## config.mk

```make
export PLATFORM = sky130hd
export DESIGN_NAME = igmp_message_length_parser_core_flat
export DESIGN_NICKNAME = d
export VERILOG_FILES = /design/src/design/igmplp_pkg.sv /design/src/design/igmplp_in_if.sv /design/src/design/igmplp_out_if.sv /design/src/design/igmp_message_length_parser_core.sv /design/src/flat_wrapper.sv
export SDC_FILE = /design/constraint.sdc
export NUM_CORES = 1
export LEC_CHECK = 0
export BUFFER_PORTS_ARGS = -buffer_cell sky130_fd_sc_hd__buf_2
export CAP_MARGIN = 30
export CORE_MARGIN = 2
export CORE_UTILIZATION = 57
export CTS_CLUSTER_SIZE = 25
export DETAILED_ROUTE_END_ITERATION = 7
export HOLD_SLACK_MARGIN = 0.06
export PLACE_DENSITY = 0.77
export SYNTH_ARGS = -nofsm -noshare
export SYNTH_HDL_FRONTEND = slang
export SYNTH_SLANG_ARGS = --single-unit
```

## constraint.sdc

```tcl
create_clock -name clk -period 5.6 [get_ports clk]
set_input_delay 0.28 -clock clk [delete_from_list [all_inputs] [get_ports clk]]
set_output_delay 0.28 -clock clk [all_outputs]
set_load 0.01 [all_outputs]
```

## src/design/igmplp_pkg.sv

```systemverilog
// ----------------------------------------------------------------------------
// igmplp_pkg
// Shared types, constants and the type byte decoder for the IGMP message
// length parser.
// ----------------------------------------------------------------------------
package igmplp_pkg;

    typedef logic [2:0] kind_t;

    localparam kind_t KIND_V1    = 3'd0;
    localparam kind_t KIND_V2    = 3'd1;
    localparam kind_t KIND_LEAVE = 3'd2;
    localparam kind_t KIND_QUERY = 3'd3;
    localparam kind_t KIND_V3    = 3'd4;
    localparam kind_t KIND_OTHER = 3'd5;

    localparam logic [7:0] TYPE_V1_REPORT = 8'h12;
    localparam logic [7:0] TYPE_V2_REPORT = 8'h16;
    localparam logic [7:0] TYPE_LEAVE     = 8'h17;
    localparam logic [7:0] TYPE_QUERY     = 8'h11;
    localparam logic [7:0] TYPE_V3_REPORT = 8'h22;

    localparam int POS_W = 17;
    localparam int LEN_W = 16;

    localparam logic [POS_W-1:0] POS_MAX  = {POS_W{1'b1}};
    localparam logic [LEN_W-1:0] LEN_MAX  = {LEN_W{1'b1}};
    localparam logic [LEN_W-1:0] HDR_LEN  = 16'd8;

    // byte positions inside the message
    localparam logic [POS_W-1:0] POS_QCOUNT_HI = 17'd10;
    localparam logic [POS_W-1:0] POS_QCOUNT_LO = 17'd11;
    localparam logic [POS_W-1:0] POS_RCOUNT_HI = 17'd6;
    localparam logic [POS_W-1:0] POS_RCOUNT_LO = 17'd7;
    localparam logic [POS_W-1:0] POS_RECORDS   = 17'd8;

    // byte offsets inside a group record
    localparam logic [POS_W-1:0] OFF_AUX      = 17'd1;
    localparam logic [POS_W-1:0] OFF_NSRC_HI  = 17'd2;
    localparam logic [POS_W-1:0] OFF_NSRC_LO  = 17'd3;

    function automatic kind_t classify(input logic [7:0] type_byte);
        kind_t k;
        case (type_byte)
            TYPE_V1_REPORT: k = KIND_V1;
            TYPE_V2_REPORT: k = KIND_V2;
            TYPE_LEAVE:     k = KIND_LEAVE;
            TYPE_QUERY:     k = KIND_QUERY;
            TYPE_V3_REPORT: k = KIND_V3;
            default:        k = KIND_OTHER;
        endcase
        return k;
    endfunction

endpackage

```

## src/design/igmplp_in_if.sv

```systemverilog
// ----------------------------------------------------------------------------
// igmplp_in_if
// Byte stream channel into the IGMP message length parser.
// ----------------------------------------------------------------------------
interface igmplp_in_if;

    logic       valid;
    logic       ready;
    logic [7:0] data_byte;
    logic       msg_start;

    modport source (output valid, output data_byte, output msg_start, input ready);
    modport sink   (input valid, input data_byte, input msg_start, output ready);

endinterface

```

## src/design/igmplp_out_if.sv

```systemverilog
// ----------------------------------------------------------------------------
// igmplp_out_if
// Result channel of the IGMP message length parser.
// ----------------------------------------------------------------------------
interface igmplp_out_if;

    logic                           valid;
    logic                           ready;
    igmplp_pkg::kind_t              msg_kind;
    logic [igmplp_pkg::LEN_W-1:0]   msg_length;
    logic                           length_saturated;

    modport source (output valid, output msg_kind, output msg_length,
                    output length_saturated, input ready);
    modport sink   (input valid, input msg_kind, input msg_length,
                    input length_saturated, output ready);

endinterface

```

## src/design/igmp_message_length_parser_core.sv

```systemverilog
// The byte completing a result passes the byte register, then the result register.
// Throughput: one byte per cycle while the result is not held; the parse update of
// one byte sits between the byte register and the result register.
// A held result does not stop intake until the byte register also fills.
// Reset clears the byte register valid, the parse state and the result valid.
// ----------------------------------------------------------------------------
// igmp_message_length_parser_core
// Walks an IGMP message byte by byte, classifies its type and reports the
// message length (saturated at 65535) once it is known.
// ----------------------------------------------------------------------------
module igmp_message_length_parser_core
(
    input  logic                clk,
    input  logic                rst_n,
    igmplp_in_if.sink           msg,
    igmplp_out_if.source        result
);

    localparam int POS_W = igmplp_pkg::POS_W;
    localparam int LEN_W = igmplp_pkg::LEN_W;

    // byte register
    logic                   stage_valid_reg;
    logic [7:0]             stage_byte_reg;
    logic                   stage_start_reg;

    // parse state
    logic [POS_W-1:0]       byte_pos_reg,     byte_pos_next;
    igmplp_pkg::kind_t      kind_reg,         kind_next;
    logic                   busy_reg,         busy_next;
    logic [15:0]            records_left_reg, records_left_next;
    logic [POS_W-1:0]       record_start_reg, record_start_next;
    logic [7:0]             aux_words_reg,    aux_words_next;
    logic [7:0]             count_high_reg,   count_high_next;
    logic [LEN_W-1:0]       length_sum_reg,   length_sum_next;
    logic                   sat_flag_reg,     sat_flag_next;

    // result register
    logic                   out_valid_reg;
    igmplp_pkg::kind_t      out_kind_reg;
    logic [LEN_W-1:0]       out_length_reg;
    logic                   out_sat_reg;

    logic                   advance;
    logic                   consume;
    logic                   emit;
    logic [POS_W-1:0]       pos_inc;
    logic [POS_W-1:0]       rec_off;
    logic [15:0]            count_word;
    logic [18:0]            add_val;
    logic [19:0]            sum_wide;
    logic [18:0]            rec_size;
    logic [15:0]            records_dec;

    assign advance   = !out_valid_reg || result.ready;
    assign consume   = stage_valid_reg && advance;
    assign msg.ready = !stage_valid_reg || advance;

    assign pos_inc     = (byte_pos_reg != igmplp_pkg::POS_MAX) ?
                         byte_pos_reg + 1'b1 : byte_pos_reg;
    assign rec_off     = pos_inc - record_start_reg;
    assign count_word  = {count_high_reg, stage_byte_reg};
    assign rec_size    = 19'd8 + {9'd0, aux_words_reg, 2'b00} + {1'b0, count_word, 2'b00};
    assign records_dec = records_left_reg - 1'b1;

    // query adds four bytes per source, a v3 record adds its whole size
    assign add_val  = (kind_reg == igmplp_pkg::KIND_QUERY) ?
                      {1'b0, count_word, 2'b00} : rec_size;
    assign sum_wide = {4'd0, length_sum_reg} + {1'b0, add_val};

    always_comb
    begin
        byte_pos_next     = byte_pos_reg;
        kind_next         = kind_reg;
        busy_next         = busy_reg;
        records_left_next = records_left_reg;
        record_start_next = record_start_reg;
        aux_words_next    = aux_words_reg;
        count_high_next   = count_high_reg;
        length_sum_next   = length_sum_reg;
        sat_flag_next     = sat_flag_reg;
        emit              = 1'b0;

        if (consume)
        begin
            if (stage_start_reg)
            begin
                byte_pos_next     = '0;
                busy_next         = 1'b1;
                sat_flag_next     = 1'b0;
                length_sum_next   = igmplp_pkg::HDR_LEN;
                records_left_next = '0;
                record_start_next = '0;
                aux_words_next    = '0;
                count_high_next   = '0;
                kind_next         = igmplp_pkg::classify(stage_byte_reg);
                if (kind_next != igmplp_pkg::KIND_QUERY && kind_next != igmplp_pkg::KIND_V3)
                begin
                    emit = 1'b1;
                end
            end
            else if (busy_reg)
            begin
                byte_pos_next = pos_inc;
                if (kind_reg == igmplp_pkg::KIND_QUERY)
                begin
                    if (pos_inc == igmplp_pkg::POS_QCOUNT_HI)
                    begin
                        count_high_next = stage_byte_reg;
                    end
                    else if (pos_inc == igmplp_pkg::POS_QCOUNT_LO)
                    begin
                        if (sum_wide > {4'd0, igmplp_pkg::LEN_MAX})
                        begin
                            length_sum_next = igmplp_pkg::LEN_MAX;
                            sat_flag_next   = 1'b1;
                        end
                        else
                        begin
                            length_sum_next = sum_wide[LEN_W-1:0];
                        end
                        emit = 1'b1;
                    end
                end
                else
                begin
                    if (pos_inc == igmplp_pkg::POS_RCOUNT_HI)
                    begin
                        count_high_next = stage_byte_reg;
                    end
                    else if (pos_inc == igmplp_pkg::POS_RCOUNT_LO)
                    begin
                        records_left_next = count_word;
                        record_start_next = igmplp_pkg::POS_RECORDS;
                        if (count_word == 16'd0)
                        begin
                            emit = 1'b1;
                        end
                    end
                    else if (pos_inc >= igmplp_pkg::POS_RECORDS &&
                             pos_inc >= record_start_reg)
                    begin
                        if (rec_off == igmplp_pkg::OFF_AUX)
                        begin
                            aux_words_next = stage_byte_reg;
                        end
                        else if (rec_off == igmplp_pkg::OFF_NSRC_HI)
                        begin
                            count_high_next = stage_byte_reg;
                        end
                        else if (rec_off == igmplp_pkg::OFF_NSRC_LO)
                        begin
                            if (sum_wide > {4'd0, igmplp_pkg::LEN_MAX})
                            begin
                                // true length already past the limit
                                length_sum_next = igmplp_pkg::LEN_MAX;
                                sat_flag_next   = 1'b1;
                                emit            = 1'b1;
                            end
                            else
                            begin
                                length_sum_next   = sum_wide[LEN_W-1:0];
                                record_start_next = record_start_reg + rec_size[POS_W-1:0];
                                records_left_next = records_dec;
                                if (records_dec == 16'd0)
                                begin
                                    emit = 1'b1;
                                end
                            end
                        end
                    end
                end
            end
            if (emit)
            begin
                busy_next = 1'b0;
            end
        end
    end

    always_ff @(posedge clk or negedge rst_n)
    begin
        if (!rst_n)
        begin
            stage_valid_reg  <= 1'b0;
            byte_pos_reg     <= '0;
            kind_reg         <= igmplp_pkg::KIND_V1;
            busy_reg         <= 1'b0;
            records_left_reg <= '0;
            record_start_reg <= '0;
            aux_words_reg    <= '0;
            count_high_reg   <= '0;
            length_sum_reg   <= '0;
            sat_flag_reg     <= 1'b0;
            out_valid_reg    <= 1'b0;
        end
        else
        begin
            if (msg.valid && msg.ready)
            begin
                stage_valid_reg <= 1'b1;
            end
            else if (consume)
            begin
                stage_valid_reg <= 1'b0;
            end

            byte_pos_reg     <= byte_pos_next;
            kind_reg         <= kind_next;
            busy_reg         <= busy_next;
            records_left_reg <= records_left_next;
            record_start_reg <= record_start_next;
            aux_words_reg    <= aux_words_next;
            count_high_reg   <= count_high_next;
            length_sum_reg   <= length_sum_next;
            sat_flag_reg     <= sat_flag_next;

            if (emit)
            begin
                out_valid_reg <= 1'b1;
            end
            else if (result.ready)
            begin
                out_valid_reg <= 1'b0;
            end
        end
    end

    // payload registers
    always_ff @(posedge clk)
    begin
        if (msg.valid && msg.ready)
        begin
            stage_byte_reg  <= msg.data_byte;
            stage_start_reg <= msg.msg_start;
        end
        if (emit)
        begin
            out_kind_reg   <= kind_next;
            out_length_reg <= length_sum_next;
            out_sat_reg    <= sat_flag_next;
        end
    end

    assign result.valid            = out_valid_reg;
    assign result.msg_kind         = out_kind_reg;
    assign result.msg_length       = out_length_reg;
    assign result.length_saturated = out_sat_reg;

endmodule

```

## src/flat_wrapper.sv

```systemverilog
// flat-port wrapper written by rule: the top's interface ports become plain ports
module igmp_message_length_parser_core_flat 
  (clk, rst_n, msg_valid, msg_data_byte, msg_msg_start, msg_ready, result_valid, result_msg_kind, result_msg_length, result_length_saturated, result_ready);
  igmplp_in_if msg_i ();
  igmplp_out_if result_i ();
  input  logic clk;
  input  logic rst_n;
  input wire logic [$bits(msg_i.valid)-1:0] msg_valid;
  input wire logic [$bits(msg_i.data_byte)-1:0] msg_data_byte;
  input wire logic [$bits(msg_i.msg_start)-1:0] msg_msg_start;
  output wire logic [$bits(msg_i.ready)-1:0] msg_ready;
  output wire logic [$bits(result_i.valid)-1:0] result_valid;
  output wire logic [$bits(result_i.msg_kind)-1:0] result_msg_kind;
  output wire logic [$bits(result_i.msg_length)-1:0] result_msg_length;
  output wire logic [$bits(result_i.length_saturated)-1:0] result_length_saturated;
  input wire logic [$bits(result_i.ready)-1:0] result_ready;
  assign msg_i.valid = msg_valid;
  assign msg_i.data_byte = msg_data_byte;
  assign msg_i.msg_start = msg_msg_start;
  assign msg_ready = msg_i.ready;
  assign result_valid = result_i.valid;
  assign result_msg_kind = result_i.msg_kind;
  assign result_msg_length = result_i.msg_length;
  assign result_length_saturated = result_i.length_saturated;
  assign result_i.ready = result_ready;
  igmp_message_length_parser_core u_core (.clk(clk), .rst_n(rst_n), .msg(msg_i), .result(result_i));
endmodule
```

* After elaboration in Yosys (flattened, before gate mapping)
Index checks and enable logic that the tools add are counted.
Storage, ports and cells: input bits 13, logic and storage cells 170, output and inout bits 22, register bits after elaboration 118
Cells by class: muxes and demuxes 94, $lt $le $gt $ge 3, eq/ne operators 25, reduce and logical (&&, ||, !) cells 25, $add $sub $neg 7
Operators by type and width (number):
- two-way mux 16 bit | 23
- two-way mux 17 bit | 13
- two-way mux 8 bit | 16
- two-way mux 1 bit | 36
- equality test 17 x 2 -> 1 bit, second input constant | 2
- equality test 17 x 3 -> 1 bit, second input constant | 2
- equality test 17 x 4 -> 1 bit, second input constant | 2
- equality test 8 x 5 -> 1 bit, second input constant | 4
- zero test 16 bit | 2
- adder 16 x 19 -> 20 bit | 1
- greater-than comparator 20 x 16 -> 1 bit, second input constant | 1
- adder 19 x 18 -> 19 bit | 1
- two-way mux 19 bit | 1
- adder 17 x 1 -> 17 bit, second input constant | 1
- adder 17 bit | 1
- equality test 17 x 1 -> 1 bit, second input constant | 1
- >= comparator 17 bit | 1
- >= comparator 17 x 4 -> 1 bit, second input constant | 1
- != test 17 bit, second input constant | 1
- subtractor 17 bit | 1
- subtractor 16 x 1 -> 16 bit, second input constant | 1
- one-hot mux 3 bit (5 select lines) | 1
- AND reduction 7 bit | 2
- two-way mux 3 bit | 4
- 16 further kinds | 35

* Logic depth before layout (Yosys ltp)
depth after elaboration 18, mapped depth 21, gate-level depth less buffers 20

* Worst setup path before layout
No wires, ideal clock.
kind reg2reg, start point register u_core.byte_pos_reg[1], end point register u_core.out_sat_reg, in the netlist u_core.result.length_saturated (enable), setup time 0.397 ns, stages on the path, launching flop included 19, buffers on the path 1, arrival time 4.803 ns, required time 5.203 ns, period minus slack after synthesis 5.200 ns, slack 0.400 ns, cells stage by stage dfrtp_1 ha_1 and4_1 and2_1 clkbuf_1 nand2_1 nand3_1 xor2_1 inv_1 ha_1 o211ai_1 a21oi_1 or4b_2 a21boi_0 nor2_1 nand4bb_1 nor4_1 a211oi_1 nor2_1
On the way: word-level cells in the longest chain between the ends 15, elaborated cells between the ends (all ways) 27, classes of those cells add/sub (2); order compare (2); eq/ne (8); mux (14); reduce/logical (1)
RTL lines:
- from (decl) | RTL line igmp_message_length_parser_core.sv:28 | logic [POS_W-1:0] byte_pos_reg, byte_pos_next;
- from (signal assigned) | RTL line igmp_message_length_parser_core.sv:208 | byte_pos_reg <= byte_pos_next;
- adder 17 x 1 -> 17 bit / != test 17 bit (equally long branches) | RTL line igmp_message_length_parser_core.sv:60, igmp_message_length_parser_core.sv:59
- two-way mux 17 bit * | RTL line igmp_message_length_parser_core.sv:59 | assign pos_inc = (byte_pos_reg != igmplp_pkg::POS_MAX) ?
- subtractor 17 bit | RTL line igmp_message_length_parser_core.sv:61 | assign rec_off = pos_inc - record_start_reg;
- equality test 17 x 2 -> 1 bit | RTL line igmp_message_length_parser_core.sv:151 | else if (rec_off == igmplp_pkg::OFF_NSRC_LO)
- two-way mux 1 bit | RTL line igmp_message_length_parser_core.sv:151
- two-way mux 1 bit | RTL line igmp_message_length_parser_core.sv:147 | else if (rec_off == igmplp_pkg::OFF_NSRC_HI)
- two-way mux 1 bit | RTL line igmp_message_length_parser_core.sv:143 | if (rec_off == igmplp_pkg::OFF_AUX)
- two-way mux 1 bit | RTL line igmp_message_length_parser_core.sv:140 | else if (pos_inc >= igmplp_pkg::POS_RECORDS &&
- two-way mux 1 bit | RTL line igmp_message_length_parser_core.sv:131 | else if (pos_inc == igmplp_pkg::POS_RCOUNT_LO)
- two-way mux 1 bit | RTL line igmp_message_length_parser_core.sv:127 | if (pos_inc == igmplp_pkg::POS_RCOUNT_HI)
- two-way mux 1 bit * | RTL line igmp_message_length_parser_core.sv:105 | if (kind_reg == igmplp_pkg::KIND_QUERY)
- two-way mux 1 bit * | RTL line igmp_message_length_parser_core.sv:102 | else if (busy_reg)
- two-way mux 1 bit * | RTL line igmp_message_length_parser_core.sv:86 | if (stage_start_reg)
- two-way mux 1 bit * (2 in series) | RTL line igmp_message_length_parser_core.sv:84 | if (consume)
- via u_core.emit | RTL line igmp_message_length_parser_core.sv:46 | logic emit;
- to (signal assigned) | RTL line igmp_message_length_parser_core.sv:241 | out_sat_reg <= sat_flag_next;
- to (decl) | RTL line igmp_message_length_parser_core.sv:42 | logic out_sat_reg;
Mark *: on every way through the listed nets, which the timed path passes. The rest lies on a longest branch. The select of a mux whose other input is x is not followed. A chain may end at the register's enable or synchronous reset.

* Final worst setup path
start point register u_core.aux_words_reg[1], end point register u_core.records_left_reg[3]
On the way: word-level cells in the longest chain between the ends 7
RTL lines:
- from (decl) | RTL line igmp_message_length_parser_core.sv:33 | logic [7:0] aux_words_reg, aux_words_next;
- from (signal assigned) | RTL line igmp_message_length_parser_core.sv:213 | aux_words_reg <= aux_words_next;
- adder 4 x 10 -> 11 bit | RTL line igmp_message_length_parser_core.sv:63 | assign rec_size = 19'd8 + {9'd0, aux_words_reg, 2'b00} + {1'b0, count_word, 2'b00};
- adder 19 x 18 -> 19 bit | RTL line igmp_message_length_parser_core.sv:63
- two-way mux 19 bit | RTL line igmp_message_length_parser_core.sv:67 | assign add_val = (kind_reg == igmplp_pkg::KIND_QUERY) ?
- adder 16 x 19 -> 20 bit | RTL line igmp_message_length_parser_core.sv:69 | assign sum_wide = {4'd0, length_sum_reg} + {1'b0, add_val};
- greater-than comparator 20 x 16 -> 1 bit | RTL line igmp_message_length_parser_core.sv:153 | if (sum_wide > {4'd0, igmplp_pkg::LEN_MAX})
- != test 3 x 2 -> 1 bit (no source line)
- AND reduction 9 bit (no source line)
- to (signal assigned) | RTL line igmp_message_length_parser_core.sv:211 | records_left_reg <= records_left_next;
- to (decl) | RTL line igmp_message_length_parser_core.sv:31 | logic [15:0] records_left_reg, records_left_next;
Every way passes these cells.

==> run metrics <==
status finished clean; RSZ-0062 raised after global routing false; Final Net Count 1,126; GPL Wtd Cong 0.929; Leak ~4.4 nW; most common cell after layout, fill and taps aside dfrtp_1; Std-Cell Rows 45; DR DRC count 0; worst vdd ir roughly 0.00023 V; Gate power share 0.361; hold_ws 78.2 ps; Warnings, synthesis 0; CP top delay family compound AO/OA/AOI/OAI gates; synthesis-to-layout area growth 13.2%; Slew headroom 0.475; H-Tree Level Count 4; max-cap violation count 0; Sw Ratio 0.378; via count 8,057; most frequent CP cell ha_1; CTS tree built; Fin. Hold Viols 0; initial DRC count 815; clock sinks 116; worst-path maximum fanout 15; Avg WL per Cell roughly 19 um; Final Cycle Share 0.940; clock slew at reported path FFs 60 ps; fmax 190 MHz; Min-Delay Path Class primary input to register; number of diodes 0; Crit. End Element register; Clock Path Buffers 2; core footprint 15,300 um2; Worst-Margin Slew 788 ps; total power 3.35 mW; Post-synth ARST share 0.750; average size of a mapped cell around 9 um2; die width 129 um; PwrDens 332 nW/um2; Worst-Skew Late Latency approximately 420 ps; switching power around 1.3 mW; max reg flops 17; Inserted Clock Buffers 17; Final Instance Area 10,100 um2; dpl hpwl 17,500 um; GRT Total Usage 0.299; total placed instance area 9410 um2; post-route clock skew 9.13 ps; Unique masters post-synth 85; Setup-failing EPs final 0; initial antenna violation count 0; Internal 2.09 mW; number of vias per cell roughly 6.3; I/O pin cnt 35; CP max stage delay 620 ps; Flop pwr share 0.326; Root Driver clkbuf_16; crit start category register; Cells after Synth 999; Routed WL 24,200 um; Final min period roughly 5300 ps; pin count of the biggest net entering global routing 47; IO Port Bufs 34; Die ar. ~17,000 um2; Buf/Inv on CP 0; number of synthesized flops with an enable pin 29; total grt overflow 0; first-pass GRT wire length 38,900 um; commonest cells after routing, fill and taps aside dfrtp_1 (87), nor2_1 (85), nand2_1 (84); Routed Antenna Nets 0; die height 129 um; Req. time, crit path 5940 ps; initial core utilization 0.584; setup TNS 0 ps; layout cell share with drive strength beyond 1 0.137; clock share of power 0.312; number of global-route vias before repair 7,528; TritonRoute pass-1 iters 5; crit path DAT 5600 ps; number of synthesized register bits 116; Mapped Area 8920 um2; Setup CP Type register to register; sequential area share after synthesis 0.342; ys flop type dfrtp_1; worst path cell trace ha_1, nand3_1, xnor2_1, ha_1, or3_1, o22ai_1, xnor2_1, nor2_1, nor2_1, ha_1, o21ai_0, nor2b_1, a31oi_1, a21oi_1, a211o_1, mux2i_1, nand4b_1, a211o_2, o22ai_1; slowest CP cell a211o_2; Slew Viols, Final 0; Post-Syn Nets 1,075
[worst register-to-register path: cells and delay by family, from the launching register on]
| kind | cells | cell delay [ps] |
|---|---|---|
| AO/OA/AOI/OAI | 7 | 2080 |
| XOR/XNOR | 2 | 330 |
| adder cells (fa/ha/maj) | 3 | 740 |
| flip-flops | 1 | 400 |
| multiplexers | 1 | 300 |
| AND/OR/NAND/NOR | 6 | 1310 |
[stage by stage]
step	cells	utilization	worst slack [ps]
after floorplan	999	-	400
after CTS	1273	0.660	164
final	1274	0.662	336
after global routing	1274	0.662	35.7
after detailed placement	1231	0.617	254
after global placement	1230	0.616	343
[cells in the mapped netlist (all sizes together), types with 22 or more instances]
cell type / n / area share
nor3: 36 / 0.020
a22o: 32 / 0.031
ha: 60 / 0.084
nor4: 22 / 0.019
nor2: 87 / 0.037
a21oi: 49 / 0.028
clkbuf: 30 / 0.013
inv: 38 / 0.016
nand3: 26 / 0.015
o21ai: 51 / 0.029
xnor2: 40 / 0.039
nand2: 84 / 0.035
edfxtp: 29 / 0.098
dfrtp: 87 / 0.24
[timing repair]
action	CTS	global route
setup endpoints to repair	0	25
hold endpoints to repair	50	0
resized for setup	0	3
hold buffers	10	0
setup buffers	0	0
[final timing paths]
path | start | end | slack, ps | depth (start not counted)
min in group asynchronous | rst_n | u_core.byte_pos_reg[12] | 390 | 2
worst min register to register | u_core.length_sum_reg[1] | u_core.length_sum_reg[1] | 500 | 2
worst min-delay path | msg_valid | u_core.stage_valid_reg | 80 | 2
worst max-delay path | u_core.aux_words_reg[1] | u_core.records_left_reg[3] | 340 | 19
worst max register to register | u_core.aux_words_reg[1] | u_core.records_left_reg[3] | 340 | 19
max in group asynchronous | rst_n | u_core.records_left_reg[8] | 4170 | 3
[per-layer routing]
| layer | vias up | wire length (um) | GRT usage | part of all wire |
|---|---|---|---|---|
| met4 | 0 | 922 | 0.125 | 0.038 |
| met1 | 3844 | 10500 | 0.406 | 0.44 |
| met2 | 338 | 11000 | 0.467 | 0.45 |
| met5 | - | 0 | 0 | 0 |
| li1 | 3819 | - | - | - |
| met3 | 56 | 1790 | 0.0661 | 0.074 |
[power groups by stage]
stage | sequential, mW | clock [mW] | combinational [mW]
6_report | 1.09 | 1.05 | 1.21
5_1_grt | 1.11 | 1.09 | 1.32
4_1_cts | 1.09 | 1.06 | 1.19
3_5_place_dp | 1.10 | 0 | 1.17
3_3_place_gp | 1.10 | 0 | 1.15
2_1_floorplan | 1.06 | 0 | 0.911
[cells by family (layout without fill, tap and decap cells)]
family	after synthesis	after routing	synth area share
XOR/XNOR	59	59	0.0579
AND/OR/NAND/NOR	378	378	0.223
multiplexers	22	22	0.0269
other	2	2	0.000842
adder cells (fa/ha/maj)	63	63	0.0909
flip-flops	116	116	0.342
buffers and inverters	89	153	0.0420
AO/OA/AOI/OAI	270	270	0.216
[cell type report]
| class | count | area (um2) |
|---|---|---|
| timing repair buffer | 83 | 569 |
| fill | 1259 | 5160 |
| clock buffer | 20 | 457 |
| tap | 211 | 264 |
| inverter | 38 | 143 |
| multi-input combinational | 794 | 5510 |
| clock inverter | 12 | 105 |
| sequential | 116 | 3050 |
Note: power is estimated with default switching activity, not from simulation.
